`src/hw/rtl/ptdg_pkg.sv`:
```
package ptdg_pkg;

	// Widths of the response fields, the limit, the table entries and the program step.
	localparam int VAL_W   = 26;
	localparam int IDX_W   = 22;
	localparam int ENTRY_W = 13;
	localparam int STEP_W  = 4;

	// The limit saturates here so that all divisors up to its square root are stored.
	localparam logic [VAL_W-1:0] LIMIT_CAP = 26'd62710560;
	localparam logic [VAL_W-1:0] LIMIT_RST = 26'd1000000;

	typedef logic [3:0]        op_t;
	typedef logic [3:0]        cond_t;
	typedef logic [STEP_W-1:0] step_t;

	// Datapath operations.
	localparam op_t OP_NONE   = 4'd0;
	localparam op_t OP_ACCEPT = 4'd1;
	localparam op_t OP_TAKE   = 4'd2;
	localparam op_t OP_READ   = 4'd3;
	localparam op_t OP_SQUARE = 4'd4;
	localparam op_t OP_DIVGO  = 4'd5;
	localparam op_t OP_IDXINC = 4'd6;
	localparam op_t OP_EMITP  = 4'd7;
	localparam op_t OP_SETFIN = 4'd8;
	localparam op_t OP_EMITD  = 4'd9;

	// Jump conditions.
	localparam cond_t COND_ALWAYS  = 4'd0;
	localparam cond_t COND_ACC     = 4'd1;
	localparam cond_t COND_FIN     = 4'd2;
	localparam cond_t COND_GELIM   = 4'd3;
	localparam cond_t COND_SMALL   = 4'd4;
	localparam cond_t COND_IDXEND  = 4'd5;
	localparam cond_t COND_SQGT    = 4'd6;
	localparam cond_t COND_BUSY    = 4'd7;
	localparam cond_t COND_REMZ    = 4'd8;
	localparam cond_t COND_OUTFREE = 4'd9;

	// Program steps.
	localparam step_t ST_IDLE   = 4'd0;
	localparam step_t ST_FIN    = 4'd1;
	localparam step_t ST_LIM    = 4'd2;
	localparam step_t ST_TAKE   = 4'd3;
	localparam step_t ST_LOOK   = 4'd4;
	localparam step_t ST_SQ     = 4'd5;
	localparam step_t ST_DIV    = 4'd6;
	localparam step_t ST_WAIT   = 4'd7;
	localparam step_t ST_REM    = 4'd8;
	localparam step_t ST_NEXT   = 4'd9;
	localparam step_t ST_PRIME  = 4'd10;
	localparam step_t ST_RET1   = 4'd11;
	localparam step_t ST_SETFIN = 4'd12;
	localparam step_t ST_DONE   = 4'd13;
	localparam step_t ST_RET2   = 4'd14;

	typedef struct packed {
		op_t   op;
		cond_t cond;
		logic  inv;
		step_t target;
	} uword_t;

	typedef struct packed {
		logic acc;
		logic fin;
		logic ge_lim;
		logic small_cand;
		logic idx_end;
		logic sq_gt;
		logic div_busy;
		logic rem_zero;
		logic out_free;
	} status_t;

	// Control store. A step jumps to its target when its condition (xor inv) holds,
	// otherwise it falls through to the following step.
	function automatic uword_t ucode(input step_t step);
		uword_t w;
		unique case (step)
			ST_IDLE:   w = '{OP_ACCEPT, COND_ACC,     1'b1, ST_IDLE};
			ST_FIN:    w = '{OP_NONE,   COND_FIN,     1'b0, ST_DONE};
			ST_LIM:    w = '{OP_NONE,   COND_GELIM,   1'b0, ST_SETFIN};
			ST_TAKE:   w = '{OP_TAKE,   COND_SMALL,   1'b0, ST_PRIME};
			ST_LOOK:   w = '{OP_READ,   COND_IDXEND,  1'b0, ST_PRIME};
			ST_SQ:     w = '{OP_SQUARE, COND_ALWAYS,  1'b0, ST_DIV};
			ST_DIV:    w = '{OP_DIVGO,  COND_SQGT,    1'b0, ST_PRIME};
			ST_WAIT:   w = '{OP_NONE,   COND_BUSY,    1'b0, ST_WAIT};
			ST_REM:    w = '{OP_NONE,   COND_REMZ,    1'b0, ST_FIN};
			ST_NEXT:   w = '{OP_IDXINC, COND_ALWAYS,  1'b0, ST_LOOK};
			ST_PRIME:  w = '{OP_EMITP,  COND_OUTFREE, 1'b1, ST_PRIME};
			ST_RET1:   w = '{OP_NONE,   COND_ALWAYS,  1'b0, ST_IDLE};
			ST_SETFIN: w = '{OP_SETFIN, COND_ALWAYS,  1'b0, ST_DONE};
			ST_DONE:   w = '{OP_EMITD,  COND_OUTFREE, 1'b1, ST_DONE};
			ST_RET2:   w = '{OP_NONE,   COND_ALWAYS,  1'b0, ST_IDLE};
			default:   w = '{OP_NONE,   COND_ALWAYS,  1'b0, ST_IDLE};
		endcase
		return w;
	endfunction

endpackage

```
`src/hw/rtl/ptdg_rem.sv`:
```
module ptdg_rem (
	input  logic                           clk,
	input  logic                           arst_n,
	input  logic                           start,
	input  logic [ptdg_pkg::VAL_W-1:0]     dividend,
	input  logic [ptdg_pkg::ENTRY_W-1:0]   divisor,
	output logic                           busy,
	output logic                           rem_zero
);
	import ptdg_pkg::*;

	localparam int CNT_W = $clog2(VAL_W + 1);

	logic [CNT_W-1:0]   cnt_q;
	logic [VAL_W-1:0]   dvd_q;
	logic [ENTRY_W-1:0] dvs_q;
	logic [ENTRY_W-1:0] rem_q;
	logic [ENTRY_W:0]   trial;
	logic [ENTRY_W:0]   diff;
	logic               fits;

	// Restoring division, one quotient bit per cycle; only the remainder is kept.
	assign trial = {rem_q, dvd_q[VAL_W-1]};
	assign fits  = trial >= {1'b0, dvs_q};
	assign diff  = trial - {1'b0, dvs_q};
	assign busy  = cnt_q != '0;
	assign rem_zero = rem_q == '0;

	always_ff @(posedge clk or negedge arst_n) begin
		if (!arst_n) begin
			cnt_q <= '0;
		end else if (start) begin
			cnt_q <= CNT_W'(VAL_W);
		end else if (busy) begin
			cnt_q <= cnt_q - 1'b1;
		end
	end

	always_ff @(posedge clk) begin
		if (start) begin
			rem_q <= '0;
			dvd_q <= dividend;
			dvs_q <= divisor;
		end else if (busy) begin
			rem_q <= fits ? diff[ENTRY_W-1:0] : trial[ENTRY_W-1:0];
			dvd_q <= {dvd_q[VAL_W-2:0], 1'b0};
		end
	end

endmodule

```
`config.mk`:
```
export PLATFORM = sky130hd
export DESIGN_NAME = ptdg_rem
export DESIGN_NICKNAME = d
export VERILOG_FILES = /design/src/hw/rtl/ptdg_pkg.sv /design/src/hw/rtl/ptdg_rem.sv
export SDC_FILE = /design/constraint.sdc
export NUM_CORES = 1
export LEC_CHECK = 0
export ABC_AREA = 1
export BUFFER_PORTS_ARGS = -buffer_cell sky130_fd_sc_hd__buf_2
export CAP_MARGIN = 20
export CORE_ASPECT_RATIO = 1.75
export CORE_MARGIN = 5
export CORE_UTILIZATION = 54
export DETAILED_ROUTE_END_ITERATION = 10
export GPL_TIMING_DRIVEN = 0
export HOLD_SLACK_MARGIN = 0.1
export PLACE_DENSITY = 0.75
export SLEW_MARGIN = 20
export SYNTH_ARGS = -nofsm -noshare
export SYNTH_HDL_FRONTEND = slang
export SYNTH_SLANG_ARGS = --single-unit
```
`constraint.sdc`:
```
create_clock -name clk -period 2.6 [get_ports clk]
set_clock_uncertainty 0.1 [all_clocks]
set_input_delay 0.78 -clock clk [delete_from_list [all_inputs] [get_ports clk]]
set_output_delay 0.78 -clock clk [all_outputs]
set_load 0.01 [all_outputs]
```
==> impl_metrics.tcl <==
set metrics [dict create \
    status "complete, no violations" \
    grt-ovfl-total 0 \
    pwr_density_cell_nw_per_um2 912 \
    critPathMaxStageDelay_ns 0.34 \
    core_sq_um 6130 \
    crit_chain "inv_1, nand4_1, nor4_1, buf_2" \
    drt_iter0_drc 100 \
    synth-seq-area-share_pct 46.6 \
    syn2layout_area_growth_pct 14.0 \
    grt_max_degree 28 \
    hp-class "input pin to asynchronous set/reset pin" \
    drc 0 \
    first_pass_iters 4 \
    cp-start-kind "register" \
    yosysUniqueCellTypes 32 \
    die_y_um 114 \
    max_freq_mhz 429 \
    pin_count 44 \
    cts_max_path_buffers 2 \
    leakage_nw 2.00 \
    final_max_slew_viol_count 0 \
    start_util_pct 54.5 \
    holdWs_ns 0.149 \
    preCtsSetupSlack_ns 0.0271 \
    synth_mux_area_share_pct 0 \
    crit_slowest_cell "dfxtp_1" \
    dieArea_sq_um 7920 \
    ff2ff_path_depth 5 \
    synth-simple-area-share_pct 33.5 \
    cp.buffers_inverters 2 \
    tightest_slew_ns 0.982 \
    synthCells 423 \
    finalSetupViolations 0 \
    grt_pass1_wl_um 12200 \
    cp-end-kind "output port" \
    yosys_register_bits 57 \
    dp_hpwl_um 5730 \
    cts_resized 0 \
    vias_per_cell 5.01 \
    cp.required_ns 1.72 \
    post-route-min-period_ns 2.33 \
    routabilityCongestion 0.945 \
    hold_buffers 0 \
    layout.nets 535 \
    crit_fanout 4 \
    r2r-start "cnt_q[0]$_DFFE_PN0P_" \
    grt_pass1_vias 2871 \
    dr_total_vias 2816 \
    synth_adder_area_share_pct 6.22 \
    cts-root-buf "clkbuf_8" \
    postCtsSetupBuffers 0 \
    clkLatencyLatePin_ns 0.34 \
    cts_tree "done" \
    num_antenna_cells 0 \
    syn_area_sq_um 3340 \
    antenna_found_initial 0 \
    rsz0062_at_grt "no" \
    fill_cells 579 \
    slew_headroom_pct 34.5 \
    drv_cap 0 \
    reg2reg_slack_ns 0.42 \
    numCtsBuffers 9 \
    finalCritPeriodShare_pct 89.7 \
    totalWireLength_um 7250 \
    tns_ns 0 \
    ant_nets 0 \
    yosysWarnings 0 \
    num_rows 38 \
    synthesis.nets 481 \
    finalPower_mw 3.48 \
    utilization_pct 62.1 \
    portBuffers 43 \
    post_synth_xor_area_fraction_pct 1.31 \
    die_w_um 69.5 \
    clock_sinks 57 \
    synth_top_family_by_area "simple AND/OR/NAND/NOR gates" \
    synth.avg_cell_area_sq_um 7.90 \
    peakVddDrop_mv 0.660 \
    critPathKind "register to output port" \
    synth_compound_area_share_pct 2.66 \
    r2r-end "dvd_q[8]$_DFFE_PP_" \
    post_drt_wl_per_cell_um 12.9 \
    crit_family "simple AND/OR/NAND/NOR gates" \
    cp.arrival_ns 1.45 \
    setup_ws_ns 0.268 \
    clk_pin_slew_ns 0.06 \
    drive_gt1_share_pct 18.9 \
    grtUsageTotal_pct 19.4 \
    htree_levels 3 \
    final_hold_viol_count 0 \
]
[through the flow]
stage / cells / area [sq um]
2_1_floorplan: 423 / 3340
3_3_place_gp: 546 / 3660
3_5_place_dp: 546 / 3660
4_1_cts: 562 / 3810
5_1_grt: 562 / 3810
6_report: 562 / 3810
[per-layer routing]
| metal | vias to the layer above | GRT usage (%) | wire length [um] |
|---|---|---|---|
| met3 | 20 | 4.66 | 289 |
| met1 | 1271 | 18.1 | 2650 |
| met4 | 0 | 10.8 | 274 |
| met5 | - | 0 | 0 |
| li1 | 1460 | - | - |
| met2 | 65 | 37.8 | 4040 |
[worst max path at each step]
stage	from	end	slack [ns]	cells past startpoint
after floorplan	cnt_q[0]$_DFFE_PN0P_	dvd_q[0]$_SDFFCE_PN0P_	0.71	5
after global placement	start	dvd_q[22]$_DFFE_PP_	0.07	3
after detailed placement	start	dvd_q[14]$_DFFE_PP_	0.03	6
final	rem_q[0]$_SDFFE_PP0P_	rem_zero	0.27	4
after global routing	cnt_q[0]$_DFFE_PN0P_	cnt_q[0]$_DFFE_PN0P_	0.17	6
after CTS	rem_q[0]$_SDFFE_PP0P_	rem_zero	0.23	4
[placed cells by master, fill, tap and decap left out]
master | Yosys | final
dfxtp_1 | 13 | 13
nor4_1 | 1 | 1
a22oi_1 | 1 | 1
clkinv_2 | 0 | 3
nand3_1 | 27 | 27
nand2_2 | 6 | 6
clkbuf_8 | 0 | 9
nor2_2 | 6 | 6
nand2_1 | 172 | 172
clkbuf_1 | 3 | 5
fa_1 | 1 | 1
nor2_4 | 1 | 1
nand4_1 | 20 | 20
nor2_1 | 8 | 8
o21ai_1 | 2 | 2
edfxtp_1 | 39 | 39
a21oi_1 | 4 | 4
o21ai_0 | 3 | 3
nand3_2 | 6 | 6
clkinv_1 | 1 | 3
buf_2 | 5 | 48
xnor2_1 | 3 | 3
a21o_1 | 1 | 1
ha_1 | 15 | 15
inv_2 | 8 | 8
buf_1 | 2 | 2
a21oi_4 | 1 | 1
xor2_1 | 2 | 2
a31oi_1 | 2 | 2
dfrtp_1 | 5 | 5
buf_8 | 1 | 1
nand3_4 | 1 | 1
nand4_2 | 1 | 1
inv_1 | 62 | 62
[area by class of cell]
| type | instances | area (sq um) | area share (%) |
|---|---|---|---|
| multi-input cells | 284 | 1460 | 38.3 |
| well taps | 80 | 100 | 2.63 |
| repair buffers | 43 | 215 | 5.65 |
| inverters | 71 | 267 | 7.00 |
| clock buffers | 11 | 131 | 3.45 |
| flip-flops and latches | 57 | 1560 | 40.9 |
| clock inverters | 5 | 22.5 | 0.591 |
| plain buffers | 11 | 58.8 | 1.54 |
[cell usage after synthesis]
library cell,count,area [sq um]
nand2_1,172,646
inv_1,62,233
edfxtp_1,39,1170
nand3_1,27,135
nand4_1,20,125
ha_1,15,188
dfxtp_1,13,260
inv_2,8,30.0
nor2_1,8,30.0
nand2_2,6,37.5
nand3_2,6,60.1
nor2_2,6,37.5
buf_2,5,25.0
dfrtp_1,5,125
a21oi_1,4,20.0
clkbuf_1,3,11.3
o21ai_0,3,15.0
xnor2_1,3,26.3
a31oi_1,2,12.5
buf_1,2,7.51
o21ai_1,2,10.0
xor2_1,2,17.5
a21o_1,1,7.51
a21oi_4,1,16.3
a22oi_1,1,7.51
buf_8,1,15.0
clkinv_1,1,3.75
fa_1,1,20.0
nand3_4,1,17.5
nand4_2,1,12.5
nor2_4,1,11.3
nor4_1,1,6.26
[worst register-to-register path: stages (launching register included)]
cell     delay (ns)
dfrtp_1        0.36
inv_1          0.14
ha_1           0.19
nand3_1        0.16
nor2_2         0.30
inv_1          0.51
[logic make-up (layout without fill, tap and decap cells)]
kind of cell	after synthesis	count (layout)
AOI/OAI and AO/OA	14	14
DFF	57	57
adders and majority gates	16	16
buffers and inverters	82	141
and+or+nand+nor	249	249
xor gates and xnor gates	5	5
[where the power goes]
| part | total, mW | switching [mW] | internal (mW) |
|---|---|---|---|
| combinational | 1.59 | 0.993 | 0.593 |
| sequential | 1.23 | 0.0989 | 1.13 |
| clock | 0.660 | 0.326 | 0.334 |
| total | 3.48 | 1.42 | 2.06 |
[sequential cells by signal, indices dropped and copies added, names as in the netlist]
name	count
cnt_q	5
rem_q	13
dvd_q	26
dvs_q	13
Note: power is estimated with default switching activity, not from simulation.
