### config.mk
export PLATFORM = sky130hd
export DESIGN_NAME = ptdg_seq
export DESIGN_NICKNAME = d
export VERILOG_FILES = /design/src/hw/rtl/ptdg_pkg.sv /design/src/hw/rtl/ptdg_seq.sv
export SDC_FILE = /design/constraint.sdc
export NUM_CORES = 1
export LEC_CHECK = 0
export BUFFER_PORTS_ARGS = -buffer_cell sky130_fd_sc_hd__buf_4
export CAP_MARGIN = 20
export CORE_AREA = 2 2 39 41
export CTS_BUF_LIST = sky130_fd_sc_hd__clkbuf_4
export DETAILED_ROUTE_END_ITERATION = 8
export DIE_AREA = 0 0 41 43
export MAX_ROUTING_LAYER = met4
export PLACE_DENSITY_LB_ADDON = 0.05
export SLEW_MARGIN = 10
export SYNTH_ARGS = -nofsm -noshare
export SYNTH_HDL_FRONTEND = slang
export SYNTH_SLANG_ARGS = --single-unit
### constraint.sdc
create_clock -name clk -period 7.5 [get_ports clk]
set_input_delay 1.125 -clock clk [delete_from_list [all_inputs] [get_ports clk]]
set_output_delay 1.125 -clock clk [all_outputs]
set_load 0.1 [all_outputs]
### src/hw/rtl/ptdg_pkg.sv
package ptdg_pkg;

	// Widths of the response fields, the limit, the table entries and the program step.
	localparam int VAL_W   = 26;
	localparam int IDX_W   = 22;
	localparam int ENTRY_W = 13;
	localparam int STEP_W  = 4;

	// The limit saturates here so that all divisors up to its square root are stored.
	localparam logic [VAL_W-1:0] LIMIT_CAP = 26'd62710560;
	localparam logic [VAL_W-1:0] LIMIT_RST = 26'd1000000;

	typedef logic [3:0]        op_t;
	typedef logic [3:0]        cond_t;
	typedef logic [STEP_W-1:0] step_t;

	// Datapath operations.
	localparam op_t OP_NONE   = 4'd0;
	localparam op_t OP_ACCEPT = 4'd1;
	localparam op_t OP_TAKE   = 4'd2;
	localparam op_t OP_READ   = 4'd3;
	localparam op_t OP_SQUARE = 4'd4;
	localparam op_t OP_DIVGO  = 4'd5;
	localparam op_t OP_IDXINC = 4'd6;
	localparam op_t OP_EMITP  = 4'd7;
	localparam op_t OP_SETFIN = 4'd8;
	localparam op_t OP_EMITD  = 4'd9;

	// Jump conditions.
	localparam cond_t COND_ALWAYS  = 4'd0;
	localparam cond_t COND_ACC     = 4'd1;
	localparam cond_t COND_FIN     = 4'd2;
	localparam cond_t COND_GELIM   = 4'd3;
	localparam cond_t COND_SMALL   = 4'd4;
	localparam cond_t COND_IDXEND  = 4'd5;
	localparam cond_t COND_SQGT    = 4'd6;
	localparam cond_t COND_BUSY    = 4'd7;
	localparam cond_t COND_REMZ    = 4'd8;
	localparam cond_t COND_OUTFREE = 4'd9;

	// Program steps.
	localparam step_t ST_IDLE   = 4'd0;
	localparam step_t ST_FIN    = 4'd1;
	localparam step_t ST_LIM    = 4'd2;
	localparam step_t ST_TAKE   = 4'd3;
	localparam step_t ST_LOOK   = 4'd4;
	localparam step_t ST_SQ     = 4'd5;
	localparam step_t ST_DIV    = 4'd6;
	localparam step_t ST_WAIT   = 4'd7;
	localparam step_t ST_REM    = 4'd8;
	localparam step_t ST_NEXT   = 4'd9;
	localparam step_t ST_PRIME  = 4'd10;
	localparam step_t ST_RET1   = 4'd11;
	localparam step_t ST_SETFIN = 4'd12;
	localparam step_t ST_DONE   = 4'd13;
	localparam step_t ST_RET2   = 4'd14;

	typedef struct packed {
		op_t   op;
		cond_t cond;
		logic  inv;
		step_t target;
	} uword_t;

	typedef struct packed {
		logic acc;
		logic fin;
		logic ge_lim;
		logic small_cand;
		logic idx_end;
		logic sq_gt;
		logic div_busy;
		logic rem_zero;
		logic out_free;
	} status_t;

	// Control store. A step jumps to its target when its condition (xor inv) holds,
	// otherwise it falls through to the following step.
	function automatic uword_t ucode(input step_t step);
		uword_t w;
		unique case (step)
			ST_IDLE:   w = '{OP_ACCEPT, COND_ACC,     1'b1, ST_IDLE};
			ST_FIN:    w = '{OP_NONE,   COND_FIN,     1'b0, ST_DONE};
			ST_LIM:    w = '{OP_NONE,   COND_GELIM,   1'b0, ST_SETFIN};
			ST_TAKE:   w = '{OP_TAKE,   COND_SMALL,   1'b0, ST_PRIME};
			ST_LOOK:   w = '{OP_READ,   COND_IDXEND,  1'b0, ST_PRIME};
			ST_SQ:     w = '{OP_SQUARE, COND_ALWAYS,  1'b0, ST_DIV};
			ST_DIV:    w = '{OP_DIVGO,  COND_SQGT,    1'b0, ST_PRIME};
			ST_WAIT:   w = '{OP_NONE,   COND_BUSY,    1'b0, ST_WAIT};
			ST_REM:    w = '{OP_NONE,   COND_REMZ,    1'b0, ST_FIN};
			ST_NEXT:   w = '{OP_IDXINC, COND_ALWAYS,  1'b0, ST_LOOK};
			ST_PRIME:  w = '{OP_EMITP,  COND_OUTFREE, 1'b1, ST_PRIME};
			ST_RET1:   w = '{OP_NONE,   COND_ALWAYS,  1'b0, ST_IDLE};
			ST_SETFIN: w = '{OP_SETFIN, COND_ALWAYS,  1'b0, ST_DONE};
			ST_DONE:   w = '{OP_EMITD,  COND_OUTFREE, 1'b1, ST_DONE};
			ST_RET2:   w = '{OP_NONE,   COND_ALWAYS,  1'b0, ST_IDLE};
			default:   w = '{OP_NONE,   COND_ALWAYS,  1'b0, ST_IDLE};
		endcase
		return w;
	endfunction

endpackage

### src/hw/rtl/ptdg_seq.sv
module ptdg_seq (
	input  logic              clk,
	input  logic              arst_n,
	input  ptdg_pkg::status_t status,
	output ptdg_pkg::op_t     op
);
	import ptdg_pkg::*;

	step_t  pc_q;
	uword_t cw;
	logic   cond_hit;

	always_comb begin
		cw = ucode(pc_q);
		unique case (cw.cond)
			COND_ALWAYS:  cond_hit = 1'b1;
			COND_ACC:     cond_hit = status.acc;
			COND_FIN:     cond_hit = status.fin;
			COND_GELIM:   cond_hit = status.ge_lim;
			COND_SMALL:   cond_hit = status.small_cand;
			COND_IDXEND:  cond_hit = status.idx_end;
			COND_SQGT:    cond_hit = status.sq_gt;
			COND_BUSY:    cond_hit = status.div_busy;
			COND_REMZ:    cond_hit = status.rem_zero;
			COND_OUTFREE: cond_hit = status.out_free;
			default:      cond_hit = 1'b0;
		endcase
	end

	assign op = cw.op;

	always_ff @(posedge clk or negedge arst_n) begin
		if (!arst_n) begin
			pc_q <= ST_IDLE;
		end else if (cond_hit ^ cw.inv) begin
			pc_q <= cw.target;
		end else begin
			pc_q <= pc_q + 1'b1;
		end
	end

endmodule

==> reports/qor.json, run 1 <==
{
  "synth_edf_count": {"value": 0},
  "route.detailed.wl_per_inst": {"value": 14.41, "unit": "um"},
  "worst_slew_margin_relative_to_its_limit": {"value": 54.32, "unit": "%"},
  "clock_tree.htree_level_count": {"value": 1},
  "regArea": {"value": 100.1, "unit": "sq um"},
  "mappedNetlistNets": {"value": 101},
  "timing.reg2reg.setup_slack": {"value": 4.63, "unit": "ns"},
  "die_area": {"value": 1763, "unit": "sq um"},
  "path_cells": {"value": "inv_1 > ha_1 > mux2i_1 > nor2_1 > a31oi_1 > o31ai_1 > buf_4"},
  "timing.rr.start": {"value": "pc_q[0]"},
  "worst_ep_arrival_time": {"value": 2.23, "unit": "ns"},
  "dp_hpwl": {"value": 1.196, "unit": "mm"},
  "die_h": {"value": 43, "unit": "um"},
  "finalSetupViolCount": {"value": 0},
  "synth_top_area_cell": {"value": "sky130_fd_sc_hd__dfrtp_1"},
  "overflow": {"value": 0},
  "grt_first_pass_wirelength": {"value": 2.532, "unit": "mm"},
  "areaGrowthSynthToFinish": {"value": 16.23, "unit": "%"},
  "cts_buffers": {"value": 3},
  "route.vias.total": {"value": 602},
  "ctsLongestPathBuffers": {"value": 2},
  "rsz0062_at_grt": {"value": "false"},
  "routed_antenna_nets": {"value": 0},
  "postSynth.topFlopCell": {"value": "sky130_fd_sc_hd__dfrtp_1"},
  "ys_ff_latch": {"value": 4},
  "start_util": {"value": 47.92, "unit": "%"},
  "timing.final.crit_period": {"value": 3.359, "unit": "ns"},
  "finalCritPeriodShare": {"value": 44.78, "unit": "%"},
  "drt_iter0_markers": {"value": 1},
  "area_of_combinational_cells_with_multiple_inputs": {"value": 496.7, "unit": "sq um"},
  "criticalPathCategory": {"value": "register to output pin"},
  "antenna_cells": {"value": 0},
  "maxCapViolCount": {"value": 0},
  "cts_tree": {"value": "yes"},
  "clk-insertion-delay-late": {"value": 0.23, "unit": "ns"},
  "critical_path.reg2reg.endpoint": {"value": "pc_q[2]"},
  "detail_route.vias_per_cell": {"value": 5.473},
  "synthArstFlopShare": {"value": 100.0, "unit": "%"},
  "holdCritPathClass": {"value": "input port to async pin"},
  "max_stage_delay": {"value": 0.59, "unit": "ns"},
  "fraction_of_final_layout_cells_sized_beyond_drive_strength_1": {"value": 21.28, "unit": "%"},
  "number_of_primary_i_o_pins": {"value": 15},
  "cpMaxStageDelayCell": {"value": "sky130_fd_sc_hd__dfrtp_1"},
  "syn_area_per_cell": {"value": 7.990, "unit": "sq um"},
  "grt_pass1_vias": {"value": 584},
  "global_route.usage.total": {"value": 21.97, "unit": "%"},
  "drc": {"value": 0},
  "nets": {"value": 114},
  "cts.reportedPaths.clkPinSlew": {"value": 0.04, "unit": "ns"},
  "number_of_flip_flops_under_the_largest_register_name": {"value": 4},
  "synthCells": {"value": 83},
  "result_of_the_run": {"value": "finished clean"},
  "io_buffer_count": {"value": 14},
  "ctsRootBufferMaster": {"value": "sky130_fd_sc_hd__clkbuf_4"},
  "synth.distinct_cells": {"value": 31},
  "reg.largest.list": {"value": "pc_q x4"},
  "drt_pre_antenna_iters": {"value": 2},
  "gp_routability_congestion": {"value": 0.7977},
  "destination_of_the_critical_timing_path": {"value": "op[0]"},
  "registers.top_by_ff_count": {"value": "pc_q"},
  "skew_final": {"value": 0.002003, "unit": "ns"},
  "cts.repair_timing.setup_buffer_count": {"value": 0},
  "cts_hold_buf": {"value": 0},
  "cts.sink_count": {"value": 4},
  "slew_viol_final": {"value": 0},
  "final.setup.tns": {"value": 0, "unit": "ns"},
  "post_synth_main_area_contributors": {"value": "sky130_fd_sc_hd__dfrtp_1, sky130_fd_sc_hd__ha_1, sky130_fd_sc_hd__mux2i_1, sky130_fd_sc_hd__nor2_1, sky130_fd_sc_hd__o31ai_1"},
  "synth_sequential_area_ratio": {"value": 15.09, "unit": "%"},
  "hold_viol_final": {"value": 0},
  "core_box_area": {"value": 1384, "unit": "sq um"},
  "timing.critical_path.to_type": {"value": "output pin"},
  "path_max_fanout": {"value": 13},
  "dieWidth": {"value": 41, "unit": "um"},
  "nFillCells": {"value": 141},
  "setup.worst_path.start_class": {"value": "register"},
  "ff2ff_path_depth": {"value": 8},
  "antenna_found_initial": {"value": 0},
  "max_freq": {"value": 297.7, "unit": "MHz"},
  "worstPathRequired": {"value": 6.38, "unit": "ns"},
  "synth_top_area_share": {"value": 15.09, "unit": "%"},
  "yosys_warnings": {"value": 0},
  "syn-cell-area": {"value": 663.1, "unit": "sq um"},
  "post_cts_resize_count": {"value": 0},
  "transition_time_at_the_pin_with_the_least_slew_margin": {"value": 0.6853, "unit": "ns"},
  "worstSetupStartpoint": {"value": "pc_q[0]"},
  "floorplan.rows": {"value": 14},
  "drt-total-wl": {"value": 1.585, "unit": "mm"},
  "grt_max_degree": {"value": 21}
}
per-stage QoR:
stage               utilization (%)  cell area (sq um)  instances  worst slack [ns]  hold slack [ns]
floorplan                         -              663.1         83             3.353           0.7411
global placement              54.07              748.2        107             4.444           0.8035
detailed placement            54.07              748.2        107             4.390           0.8201
CTS                           55.70              770.7        110             4.143           0.6711
global route                  55.70              770.7        110             3.951           0.6813
finish                        55.70              770.7        110             4.141           0.6835
critical path, delay by kind of cell (launching register included):
kind / cells / cell delay (ns)
AND/OR/NAND/NOR: 1 / 0.07
buffers and inverters: 2 / 0.41
multiplexers: 1 / 0.25
adder cells (fa/ha/maj): 1 / 0.27
flip-flops: 1 / 0.59
AO/OA/AOI/OAI: 2 / 0.40
cells in the final DEF (no fill, tap or decap), types with 2 or more instances in the layout:
| cell | Yosys | layout |
|---|---|---|
| sky130_fd_sc_hd__a21oi_1 | 4 | 4 |
| sky130_fd_sc_hd__o21ai_0 | 5 | 5 |
| sky130_fd_sc_hd__clkbuf_4 | 0 | 3 |
| sky130_fd_sc_hd__a31oi_1 | 3 | 3 |
| sky130_fd_sc_hd__mux2i_1 | 6 | 6 |
| sky130_fd_sc_hd__nand2_1 | 5 | 5 |
| sky130_fd_sc_hd__nand3_1 | 2 | 2 |
| sky130_fd_sc_hd__inv_1 | 7 | 7 |
| sky130_fd_sc_hd__dfrtp_1 | 4 | 4 |
| sky130_fd_sc_hd__ha_1 | 7 | 7 |
| sky130_fd_sc_hd__nor2b_1 | 2 | 2 |
| sky130_fd_sc_hd__mux2_1 | 2 | 2 |
| sky130_fd_sc_hd__nor2_1 | 8 | 8 |
| sky130_fd_sc_hd__o31ai_1 | 4 | 4 |
| sky130_fd_sc_hd__nand2b_1 | 2 | 2 |
| sky130_fd_sc_hd__or2b_1 | 2 | 2 |
| sky130_fd_sc_hd__xnor2_1 | 2 | 2 |
| sky130_fd_sc_hd__buf_4 | 0 | 14 |
cells by family (layout without fill, tap and decap cells):
family / after synthesis / count (layout) / share of synthesized area (%)
compound gates: 23 / 23 / 23.59
mux: 9 / 9 / 14.72
buf+inv: 13 / 24 / 10.00
xor+xnor: 3 / 3 / 5.095
flops: 4 / 4 / 15.09
simple gates: 24 / 24 / 18.30
fa+ha+maj: 7 / 7 / 13.21
cell usage after synthesis (3+ instances only):
| library cell | count |
|---|---|
| sky130_fd_sc_hd__a21oi_1 | 4 |
| sky130_fd_sc_hd__a31oi_1 | 3 |
| sky130_fd_sc_hd__dfrtp_1 | 4 |
| sky130_fd_sc_hd__ha_1 | 7 |
| sky130_fd_sc_hd__inv_1 | 7 |
| sky130_fd_sc_hd__mux2i_1 | 6 |
| sky130_fd_sc_hd__nand2_1 | 5 |
| sky130_fd_sc_hd__nor2_1 | 8 |
| sky130_fd_sc_hd__o21ai_0 | 5 |
| sky130_fd_sc_hd__o31ai_1 | 4 |
how the worst min path moves through the flow:
| stage | from | end | slack, ns | cells after the start |
|---|---|---|---|---|
| 2_1_floorplan | pc_q[1] | pc_q[3] | 0.74 | 3 |
| 3_3_place_gp | pc_q[1] | pc_q[3] | 0.80 | 3 |
| 3_5_place_dp | pc_q[1] | pc_q[3] | 0.82 | 3 |
| 4_1_cts | arst_n | pc_q[2] | 0.67 | 1 |
| 5_1_grt | arst_n | pc_q[3] | 0.68 | 1 |
| 6_report | arst_n | pc_q[2] | 0.68 | 1 |
final cells by class:
cell class / count / area share [%]
inverters: 7 / 3.409
flip-flops and latches: 4 / 12.99
well taps: 16 / 2.597
repair buffers: 14 / 13.64
clock buffers: 3 / 2.922
multi-input cells: 66 / 64.45
layer usage:
metal / vias to the layer above / wire length [um] / global-route usage (%)
met3: 0 / 24 / 3.141
met2: 7 / 798 / 34.69
li1: 318 / - / -
met5: - / 0 / -
met4: 0 / 0 / 8.000
met1: 277 / 762 / 27.30
Power of run 1 is not shown: default switching activity piles up to over one toggle a cycle in this logic, so the estimate is an artifact.
==> inputs of run 2 (changes only) <==
==> constraint.sdc (replaced) <==
create_clock -name clk -period 3.3 [get_ports clk]
set_input_delay 0.495 -clock clk [delete_from_list [all_inputs] [get_ports clk]]
set_output_delay 0.495 -clock clk [all_outputs]
set_load 0.1 [all_outputs]
==> run 2 against run 1 <==
Via count increased by 1.7%. Register-to-register slack got worse by 4.0 ns. Global-route usage down 0.87 points. Utilization rose by 0.54 points. Clock-buffer cell count unchanged. Cell area increased by 0.97%. Routed wire length fell by 5.6%. Critical path depth fell by 2. Flip-flop and latch count unchanged. Hold slack got worse by 0.63 ns. Die area stayed put.
==> reports/qor.json, run 2 (synthesis gave the netlist of run 1 again) <==
{
  "dieWidth": {"value": 41, "unit": "um", "change": "unchanged"},
  "finalSetupViolCount": {"value": 0, "change": "unchanged"},
  "drt_pre_antenna_iters": {"value": 4, "change": "was 2"},
  "final.setup.tns": {"value": 0, "unit": "ns", "change": "unchanged"},
  "setup.worst_path.start_class": {"value": "register", "change": "unchanged"},
  "critical-path-top-delay-family": {"value": "flip-flops", "change": "unchanged"},
  "grt_pass1_vias": {"value": 586, "change": "was 584"},
  "cts.sink_count": {"value": 4, "change": "unchanged"},
  "nets": {"value": 115, "change": "was 114"},
  "fraction_of_final_layout_cells_sized_beyond_drive_strength_1": {"value": 22.11, "unit": "%", "change": "was 21.28%"},
  "drc": {"value": 0, "change": "unchanged"},
  "timing.critical_path.to_type": {"value": "output pin", "change": "unchanged"},
  "cts_buffers": {"value": 3, "change": "unchanged"},
  "cts.repair_timing.setup_buffer_count": {"value": 0, "change": "unchanged"},
  "max_freq": {"value": 381.6, "unit": "MHz"},
  "critical_path.n_buffers_inverters": {"value": 1, "change": "was 2"},
  "start_util": {"value": 47.92, "unit": "%", "change": "unchanged"},
  "gp_routability_congestion": {"value": 0.8337, "change": "was 0.7977"},
  "slew_viol_final": {"value": 0, "change": "unchanged"},
  "met3WireLength": {"value": 44, "unit": "um", "change": "was 24 um"},
  "grt_first_pass_wirelength": {"value": 2.539, "unit": "mm", "change": "was 2.532 mm"},
  "placed_cell_area": {"value": 755.7, "unit": "sq um", "change": "was 748.2 sq um"},
  "cts_tree": {"value": "yes", "change": "unchanged"},
  "drt-total-wl": {"value": 1.497, "unit": "mm", "change": "was 1.585 mm"},
  "drt-met1-wl": {"value": 774, "unit": "um", "change": "was 762 um"},
  "hold_viol_final": {"value": 0, "change": "unchanged"},
  "ctsRootBufferMaster": {"value": "sky130_fd_sc_hd__clkbuf_4", "change": "unchanged"},
  "route.met2.wl": {"value": 679, "unit": "um", "change": "was 798 um"},
  "path_max_fanout": {"value": 20, "change": "was 13"},
  "final_common_cell": {"value": "sky130_fd_sc_hd__buf_4", "change": "unchanged"},
  "overflow": {"value": 0, "change": "unchanged"},
  "routed_antenna_nets": {"value": 0, "change": "unchanged"},
  "timing.final.crit_period": {"value": 2.621, "unit": "ns"},
  "number_of_primary_i_o_pins": {"value": 15, "change": "unchanged"},
  "route.detailed.wl_per_inst": {"value": 13.49, "unit": "um", "change": "was 14.41 um"},
  "drt_iter0_markers": {"value": 8, "change": "was 1"},
  "detail_route.vias_per_cell": {"value": 5.514, "change": "was 5.473"},
  "criticalPathCategory": {"value": "register to output pin", "change": "unchanged"},
  "io_buffer_count": {"value": 14, "change": "unchanged"},
  "dr.max_layer_used": {"value": "met3", "change": "unchanged"},
  "antenna_cells": {"value": 0, "change": "unchanged"},
  "path_cells": {"value": "mux2i_1 > nor2_1 > a31oi_1 > o31ai_1 > buf_4", "change": "was inv_1 > ha_1 > mux2i_1 > nor2_1 > a31oi_1 > o31ai_1 > buf_4"},
  "timing.reg2reg.setup_slack": {"value": 0.68, "unit": "ns", "change": "was 4.63 ns"},
  "ctsLongestPathBuffers": {"value": 2, "change": "unchanged"},
  "holdCritPathClass": {"value": "input port to async pin", "change": "unchanged"},
  "cts.reportedPaths.clkPinSlew": {"value": 0.04, "unit": "ns", "change": "about the same"},
  "place_inst": {"value": 108, "change": "was 107"},
  "global_route.usage.total": {"value": 21.10, "unit": "%", "change": "was 21.97%"},
  "die_area": {"value": 1763, "unit": "sq um", "change": "unchanged"},
  "core_box_area": {"value": 1384, "unit": "sq um", "change": "unchanged"},
  "maxCapViolCount": {"value": 0, "change": "unchanged"},
  "grt_max_degree": {"value": 21, "change": "unchanged"},
  "route.vias.total": {"value": 612, "change": "was 602"},
  "finalCritPeriodShare": {"value": 79.41, "unit": "%"},
  "cpMaxStageDelayCell": {"value": "sky130_fd_sc_hd__dfrtp_1", "change": "unchanged"},
  "floorplan.rows": {"value": 14, "change": "unchanged"},
  "worst_slew_margin_relative_to_its_limit": {"value": 56.31, "unit": "%", "change": "was 54.32%"},
  "max_stage_delay": {"value": 0.75, "unit": "ns", "change": "was 0.59 ns"},
  "transition_time_at_the_pin_with_the_least_slew_margin": {"value": 0.6553, "unit": "ns", "change": "was 0.6853 ns"},
  "registers.top_by_ff_count": {"value": "pc_q", "change": "unchanged"},
  "dp_hpwl": {"value": 1.177, "unit": "mm", "change": "was 1.196 mm"},
  "clock_tree.htree_level_count": {"value": 1, "change": "unchanged"},
  "areaGrowthSynthToFinish": {"value": 17.36, "unit": "%", "change": "was 16.23%"},
  "post_cts_resize_count": {"value": 0, "change": "unchanged"},
  "skew_final": {"value": 0.003843, "unit": "ns", "change": "was 0.002003 ns"},
  "die_h": {"value": 43, "unit": "um", "change": "unchanged"},
  "result_of_the_run": {"value": "finished clean", "change": "unchanged"},
  "final_cell_mix": {"value": "sky130_fd_sc_hd__buf_4, sky130_fd_sc_hd__nor2_1, sky130_fd_sc_hd__inv_1, sky130_fd_sc_hd__ha_1, sky130_fd_sc_hd__mux2i_1", "change": "unchanged"},
  "number_of_flip_flops_under_the_largest_register_name": {"value": 4, "change": "unchanged"},
  "reg.largest.list": {"value": "pc_q x4", "change": "unchanged"},
  "final_cell_area": {"value": 778.2, "unit": "sq um", "change": "was 770.7 sq um"},
  "cts_hold_buf": {"value": 0, "change": "unchanged"},
  "fin_cells": {"value": 111, "change": "was 110"},
  "worst_ep_arrival_time": {"value": 2.13, "unit": "ns", "change": "was 2.23 ns"},
  "antenna_found_initial": {"value": 0, "change": "unchanged"},
  "rsz0062_at_grt": {"value": "false", "change": "unchanged"},
  "worstPathRequired": {"value": 2.80, "unit": "ns", "change": "was 6.38 ns"},
  "clk-insertion-delay-late": {"value": 0.23, "unit": "ns", "change": "about the same"}
}
==> run 2: changes by cell type in the layout (fill, tap and decap cells not counted) <==
| cell | previous run | this run |
|---|---|---|
| sky130_fd_sc_hd__buf_4 | 14 | 15 |
| sky130_fd_sc_hd__o21ai_0 | 5 | 4 |
| sky130_fd_sc_hd__o21ai_1 | 0 | 1 |
==> run 2: worst reg2reg max path: cells and delay by family (launching register included) <==
kind	cells	cell delay [ns]
buffers and inverters	1	0.14
AOI/OAI and AO/OA	3	0.76
and+or+nand+nor	1	0.10
muxes	1	0.37
adders and majority gates	1	0.47
DFF	1	0.46
xor gates and xnor gates	1	0.20
==> run 2: routing by layer <==
| layer | up-vias | GRT usage [%] |
|---|---|---|
| met4 | 0 | 4.000 |
| met1 | 281 | 30.72 |
| li1 | 321 | - |
| met2 | 10 | 29.69 |
| met5 | - | - |
| met3 | 0 | 4.712 |
==> run 2: layout make-up <==
type                            instances  area (sq um)
Fill cell                             136         605.6
Multi-Input combinational cell         66         496.7
Timing Repair Buffer                   15         112.6
Sequential cell                         4         100.1
Inverter                                7         26.28
Clock buffer                            3         22.52
Tap cell                               16         20.02
==> run 2: metrics by stage <==
stage	hold WS [ns]	setup WS, ns	util, %
after floorplan	0.1994	-0.2169	-
after global placement	0.2934	0.7342	54.61
after detailed placement	0.2944	0.7157	54.61
after CTS	0.04536	0.6597	56.24
after global routing	0.04463	0.5013	56.24
final	0.05285	0.6794	56.24
==> run 2: worst paths after layout <==
| path | end | depth (start not counted) | startpoint |
|---|---|---|---|
| setup reg to reg | pc_q[0] | 8 | pc_q[1] |
| hold reg to reg | pc_q[0] | 2 | pc_q[0] |
| setup / recovery | op[0] | 5 | pc_q[2] |
| min in group clk | pc_q[0] | 2 | pc_q[0] |
| max in group asynchronous | pc_q[0] | 1 | arst_n |
| hold / removal | pc_q[3] | 1 | arst_n |
Power of run 2 is left out for the same reason.
